==> src/rtl/core/bcf_pkg.sv <==
// Shared types and constants of the box clearance field core.
`default_nettype none

package bcf_pkg;

	// Item kinds carried in the queue
	typedef enum logic [1:0] {
		CMD_LOAD = 2'd0,
		CMD_BOX  = 2'd1,
		CMD_READ = 2'd2
	} cmd_t;

	// Configuration register indexes
	localparam logic [2:0] REG_X_ORIGIN = 3'd0;
	localparam logic [2:0] REG_X_STEP   = 3'd1;
	localparam logic [2:0] REG_Y_ORIGIN = 3'd2;
	localparam logic [2:0] REG_Y_STEP   = 3'd3;
	localparam logic [2:0] REG_COLUMNS  = 3'd4;
	localparam logic [2:0] REG_ROWS     = 3'd5;
	localparam logic [2:0] REG_MARGIN   = 3'd6;

	localparam int QUEUE_DEPTH = 4;
	// Width of window bound numerators and quotients
	localparam int NUM_W = 36;

	localparam logic signed [31:0] SAT_MAX = 32'sh7fffffff;
	localparam logic signed [31:0] SAT_MIN = -32'sh7fffffff - 32'sh1;

	typedef struct packed {
		cmd_t               cmd;
		logic [7:0]         row;
		logic [7:0]         col;
		logic signed [31:0] value;
		logic signed [31:0] cx;
		logic signed [31:0] cy;
		logic [30:0]        hw;
		logic [30:0]        hh;
		logic signed [31:0] base;
		logic signed [31:0] rate;
		logic [15:0]        frame;
	} item_t;

	typedef struct packed {
		logic signed [31:0] x_origin;
		logic [30:0]        x_step;
		logic signed [31:0] y_origin;
		logic [30:0]        y_step;
		logic [8:0]         columns;
		logic [8:0]         rows;
		logic [30:0]        margin;
	} cfg_t;

	typedef struct packed {
		logic full;
		logic empty;
	} qstat_t;

	typedef struct packed {
		logic [7:0]         col;
		logic [7:0]         row;
		logic signed [31:0] value;
	} result_t;

	// Saturate a wide signed value to 32 bits
	function automatic logic signed [31:0] sat32(input logic signed [63:0] v);
		logic signed [31:0] r;
		if (v > 64'(SAT_MAX)) r = SAT_MAX;
		else if (v < 64'(SAT_MIN)) r = SAT_MIN;
		else r = v[31:0];
		return r;
	endfunction

endpackage

`default_nettype wire

==> src/rtl/core/bcf_queue.sv <==
// Short item queue between the front and the back of the core.
`default_nettype none

module bcf_queue (
	input  wire logic           clk,
	input  wire logic           arst_n,
	input  wire logic           push,
	input  wire bcf_pkg::item_t push_item,
	input  wire logic           pop,
	output bcf_pkg::item_t      head,
	output bcf_pkg::qstat_t     stat
);
	import bcf_pkg::*;

	localparam int PW = $clog2(QUEUE_DEPTH);
	localparam logic [PW:0] DEPTH_C = (PW + 1)'(QUEUE_DEPTH);

	item_t         slots_q [QUEUE_DEPTH];
	logic [PW-1:0] wr_ptr_q;
	logic [PW-1:0] rd_ptr_q;
	logic [PW:0]   count_q;

	// Storage, no reset needed
	always_ff @(posedge clk) begin
		if (push) slots_q[wr_ptr_q] <= push_item;
	end

	// Pointers and fill level
	always_ff @(posedge clk or negedge arst_n) begin
		if (!arst_n) begin
			wr_ptr_q <= '0;
			rd_ptr_q <= '0;
			count_q  <= '0;
		end else begin
			if (push) wr_ptr_q <= wr_ptr_q + 1'b1;
			if (pop) rd_ptr_q <= rd_ptr_q + 1'b1;
			if (push && !pop) count_q <= count_q + 1'b1;
			else if (pop && !push) count_q <= count_q - 1'b1;
		end
	end

	assign head       = slots_q[rd_ptr_q];
	assign stat.full  = (count_q == DEPTH_C);
	assign stat.empty = (count_q == '0);

endmodule

`default_nettype wire

==> config.mk <==
export PLATFORM = sky130hd
export DESIGN_NAME = bcf_queue
export DESIGN_NICKNAME = d
export VERILOG_FILES = /design/src/rtl/core/bcf_pkg.sv /design/src/rtl/core/bcf_queue.sv
export SDC_FILE = /design/constraint.sdc
export NUM_CORES = 1
export LEC_CHECK = 0
export BUFFER_PORTS_ARGS = -buffer_cell sky130_fd_sc_hd__buf_2
export CORE_AREA = 5 5 431 263
export CTS_CLUSTER_DIAMETER = 60
export DETAILED_ROUTE_END_ITERATION = 6
export DIE_AREA = 0 0 436 268
export PLACE_DENSITY_LB_ADDON = 0.3
export SLEW_MARGIN = 20
export SYNTH_ARGS = -nofsm -noshare
export SYNTH_HDL_FRONTEND = slang
export SYNTH_SLANG_ARGS = --single-unit
==> constraint.sdc <==
create_clock -name clk -period 7.8 [get_ports clk]
set_input_delay 2.34 -clock clk [delete_from_list [all_inputs] [get_ports clk]]
set_output_delay 2.34 -clock clk [all_outputs]
set_load 0.005 [all_outputs]
# Yosys cells after proc, flatten, opt, wreduce, memory -nomap -nowiden
# Memory sizes are Yosys's and may differ from the RTL's.
# Index checks and enable logic that the tools add are counted.
# totals
in_bits,260
register_bits,7
output_inout_bits,258
ramBits,1024
word_cells,19
mem_count,1
# op_classes
n_reduce_logical,6
addsub,4
eq_ne,1
n_mux,4
# mem_list
name,depth,width,rd,rd_ports_with_merged_regs,write_ports,line,text
slots_q,4,256,1,0,1,bcf_queue.sv:18,item_t slots_q [QUEUE_DEPTH];
# ops
cell,n
3-bit two-way mux,2
2-bit by 1-bit adder with 2-bit output (second input constant),2
3-bit by 1-bit adder with 3-bit output (second input constant),1
3-bit equality test (second input constant),1
3-bit zero test,1
3-bit by 1-bit subtractor with 3-bit output (second input constant),1
1-bit logical AND,2
1-bit zero test,2
1-bit two-way mux,2
2-bit nonzero test,1

# Depth between registers and ports, before layout
# depth
ltp_word,4
depth_mapped,7
ltp_nobuf,7

# Least setup slack after synthesis
# OpenSTA, ideal clock, no wires.
# synth_path
kind,input-to-reg
start,in push
end,"mem slots_q[1][0] in the netlist's numbering, enable pin"
required_time_ps,7152
stages,1
setup_ps,648
slack_ps,-974
n_path_buf,0
arrival_ps,8126
path_cell_list,and2_1
# synth_between
elab_chain_cells,2
# synth_rtl
element,line,text
from (decl),bcf_queue.sv:7,"input wire logic push,"
1-bit two-way mux,bcf_queue.sv:25,if (push) slots_q[wr_ptr_q] <= push_item;
1-bit two-way mux (implied by the code),bcf_queue.sv:25,
to (decl),bcf_queue.sv:18,
# Every way passes these cells.

==> impl_metrics.yaml <==
synth:
  synthesis.nets: 1638
  yosysWarningCount: 0
  avgSynthCellArea_um2: 27.5
  synth_edf_count: 1024
  yosysTopAreaCell: "edfxtp_1"
  yosysSeqAreaShare: 0.819
  synthArstFlopShare: 0.00679
  synth_top_area_frac: 0.814
  yosys_register_bits: 1031
  synth_area_leaders: "edfxtp_1 (81%), mux4_2 (8.6%), mux4_1 (7.7%), buf_6 (0.69%), dfrtp_1 (0.46%)"
  ys_types: 20
  synthFlopType: "edfxtp_1"
  synthesis.area_um2: 37800
  synth_cells: 1372
critical_path:
  rr_endpoint: "slots_q[0][0]"
  crit_type: "reg2out"
  path_depth: 3
  crit_slowest_cell: "dfrtp_4"
  crit_arrival_ns: 3.18
  worst-path-buf-inv: 2
  path_cells: "buf_12 > mux4_1 > buf_2"
  critPathLaunch: "rd_ptr_q[0]"
  crit_path_start_kind: "flip-flop"
  reg2regPathDepth: 4
  rrSetupSlack_ns: 5.11
  crit_family: "flip-flops"
  endpoint: "head[242]"
  critPathRequiredTime_ns: 5.46
  endpoint_kind: "primary output"
  rr_startpoint: "wr_ptr_q[0]"
  cp_max_fo: 66
  max_stage_delay_ns: 1.02
pwr:
  power.clock.fraction: 0.276
  p_seq_frac: 0.460
  swShare: 0.282
  ir_drop_mv: 0.255
  cellLeakagePower_nw: 15.4
  p_int_w: 0.0118
  power_frac_comb: 0.264
  switching_power_w: 0.00464
  power_density_nw_per_um2: 364
status:
  status: "finished clean"
clock_tree:
  post_cts_resized: 0
  cts_sinks: 1031
  clk_pin_slew_ns: 0.06
  clock_latency_ns: 0.67
  cts_tree: "yes"
  ctsHoldBuffers: 0
  cts_buffers: 98
  ctsRootBufferMaster: "clkbuf_16"
  clock_path_buffers: 3
  h-tree-depth: 3
  cts_setup_buffers: 0
routing:
  vias: 16800
  met3_length_um: 5630
  vias_per_cell: 4.81
  firstDrtPassIters: 5
  routed_wl_um: 81000
  drt_iter0_markers: 1017
  drc: 0
  wl_per_cell_um: 23.2
  dr.max_layer_used: "met5"
  wl_met2_um: 40200
  ant_nets: 0
  wl_met1_um: 33100
sta:
  fin_setup_tns_ns: 0
  fin_crit_sh: 0.707
  skew_ns: 0.0231
  hold_slack_ns: 0.511
  fin_ws_ns: 2.28
  clock.fmax_mhz: 181
  hold_viol: 0
  setup_viol: 0
  relSlewSlack: 0.326
  grt_setup_unrepaired: "false"
  min_period_ns: 5.52
  worstMarginPinSlew_ns: 1.01
  slew_violations: 0
grt:
  overflow: 0
  grt_pass1_wl_um: 119000
  grt_pass1_vias: 17800
  grt_use_total: 0.136
  antenna_found_initial: 29
  grt_max_degree: 105
min_path:
  min_from: "count_q[2]"
  hold_class: "reg2reg"
floorplan:
  row_count: 94
  start_util: 0.347
  design.core.area_um2: 109000
  dieArea_um2: 117000
  die_h_um: 268
  io_pins: 518
  die_w_um: 436
placement:
  port_buffers: 517
  gp_congestion: 0.711
  dp_hpwl_um: 49200
  place_ws_ns: 2.89
  placed_cell_area_um2: 42000
layout:
  area_delta_synth_final_pct: 19.4
  finalNetCount: 2219
  multi_input_area_um2: 6390
  stdcell_area_um2: 45100
  fillCellCount: 9409
  drive_gt1_frac: 0.407
  seqCellArea_um2: 30900
run:
  cap_viol_max_count: 0
==> synth_stat cells, types with 3 or more instances <==
library cell  count
buf_6            23
ha_1              5
edfxtp_1       1024
dfrtp_1           7
xor2_1            4
buf_8             3
mux4_2          145
clkbuf_1          5
mux4_1          111
buf_2            27
inv_1             4
and2_1            4
==> cell type report <==
| class | count | area share |
|---|---|---|
| sequential | 1031 | 0.686 |
| clock buffer | 123 | 0.0579 |
| multi-input combinational | 279 | 0.142 |
| tap | 1440 | 0.0399 |
| antenna | 15 | 0.000832 |
| clock inverter | 55 | 0.00960 |
| inverter | 4 | 0.000333 |
| timing repair buffer | 539 | 0.0641 |
==> worst reg2reg max path: stages (launching register included) <==
cell,delay [ns]
dfrtp_1,0.43
inv_1,0.10
ha_1,0.15
and2_4,0.66
buf_4,0.85
==> registers in the layout, indices dropped and copies added, names as in the netlist <==
name	cells
wr_ptr_q	2
slots_q	1024
count_q	3
rd_ptr_q	2
==> cells in the final DEF, fill, tap and decap left out, types with 2 or more instances in the layout <==
master	count
and2_4	4
buf_12	11
buf_2	517
buf_4	11
bufinv_16	4
clkbuf_1	22
clkbuf_16	101
clkinv_1	21
clkinv_2	17
clkinv_4	2
clkinv_8	3
dfrtp_1	5
dfrtp_4	2
diode_2	15
edfxtp_1	1024
ha_1	5
inv_1	4
inv_6	5
mux4_1	111
mux4_2	145
nand2_1	2
xnor2_1	2
xor2_1	4
==> per-layer routing <==
| layer | global-route usage | up-vias |
|---|---|---|
| li1 | - | 7291 |
| met1 | 0.175 | 8869 |
| met2 | 0.222 | 433 |
| met3 | 0.0453 | 144 |
| met4 | 0.0403 | 18 |
| met5 | 0 | - |
==> per-stage QoR <==
stage / util / cells / power (W)
after floorplan: - / 1372 / 0.0103
after global placement: 0.386 / 3293 / 0.0121
after detailed placement: 0.386 / 3293 / 0.0122
after CTS: 0.414 / 3471 / 0.0168
after global routing: 0.414 / 3477 / 0.0173
final: 0.415 / 3486 / 0.0164
==> cell families (layout without fill, tap and decap cells) <==
logic type	count (synthesis)	after routing	synth area share
flops	1031	1031	0.819
mux	257	257	0.164
buf+inv	62	721	0.0125
other cells	0	15	0
simple gates	9	9	0.00129
fa+ha+maj	6	6	0.00219
compound gates	1	1	0.000132
xor+xnor	6	6	0.00139
==> power by group through the flow <==
stage | logic (W) | clock network (W) | registers (W)
floorplan | 0.00271 | 0 | 0.00760
detailed placement | 0.00450 | 0 | 0.00770
global placement | 0.00449 | 0 | 0.00763
CTS | 0.00452 | 0.00469 | 0.00758
finish | 0.00434 | 0.00454 | 0.00756
global route | 0.00469 | 0.00495 | 0.00765
==> worst min-delay path by stage <==
stage | to | slack, ns | cells past startpoint
after global routing | count_q[2] | 0.53 | 1
after detailed placement | count_q[2] | 0.50 | 1
after global placement | count_q[2] | 0.47 | 1
final | count_q[2] | 0.51 | 1
after floorplan | count_q[2] | 0.46 | 1
after CTS | count_q[2] | 0.51 | 1
No activity file was read; power rests on OpenSTA's default activity.
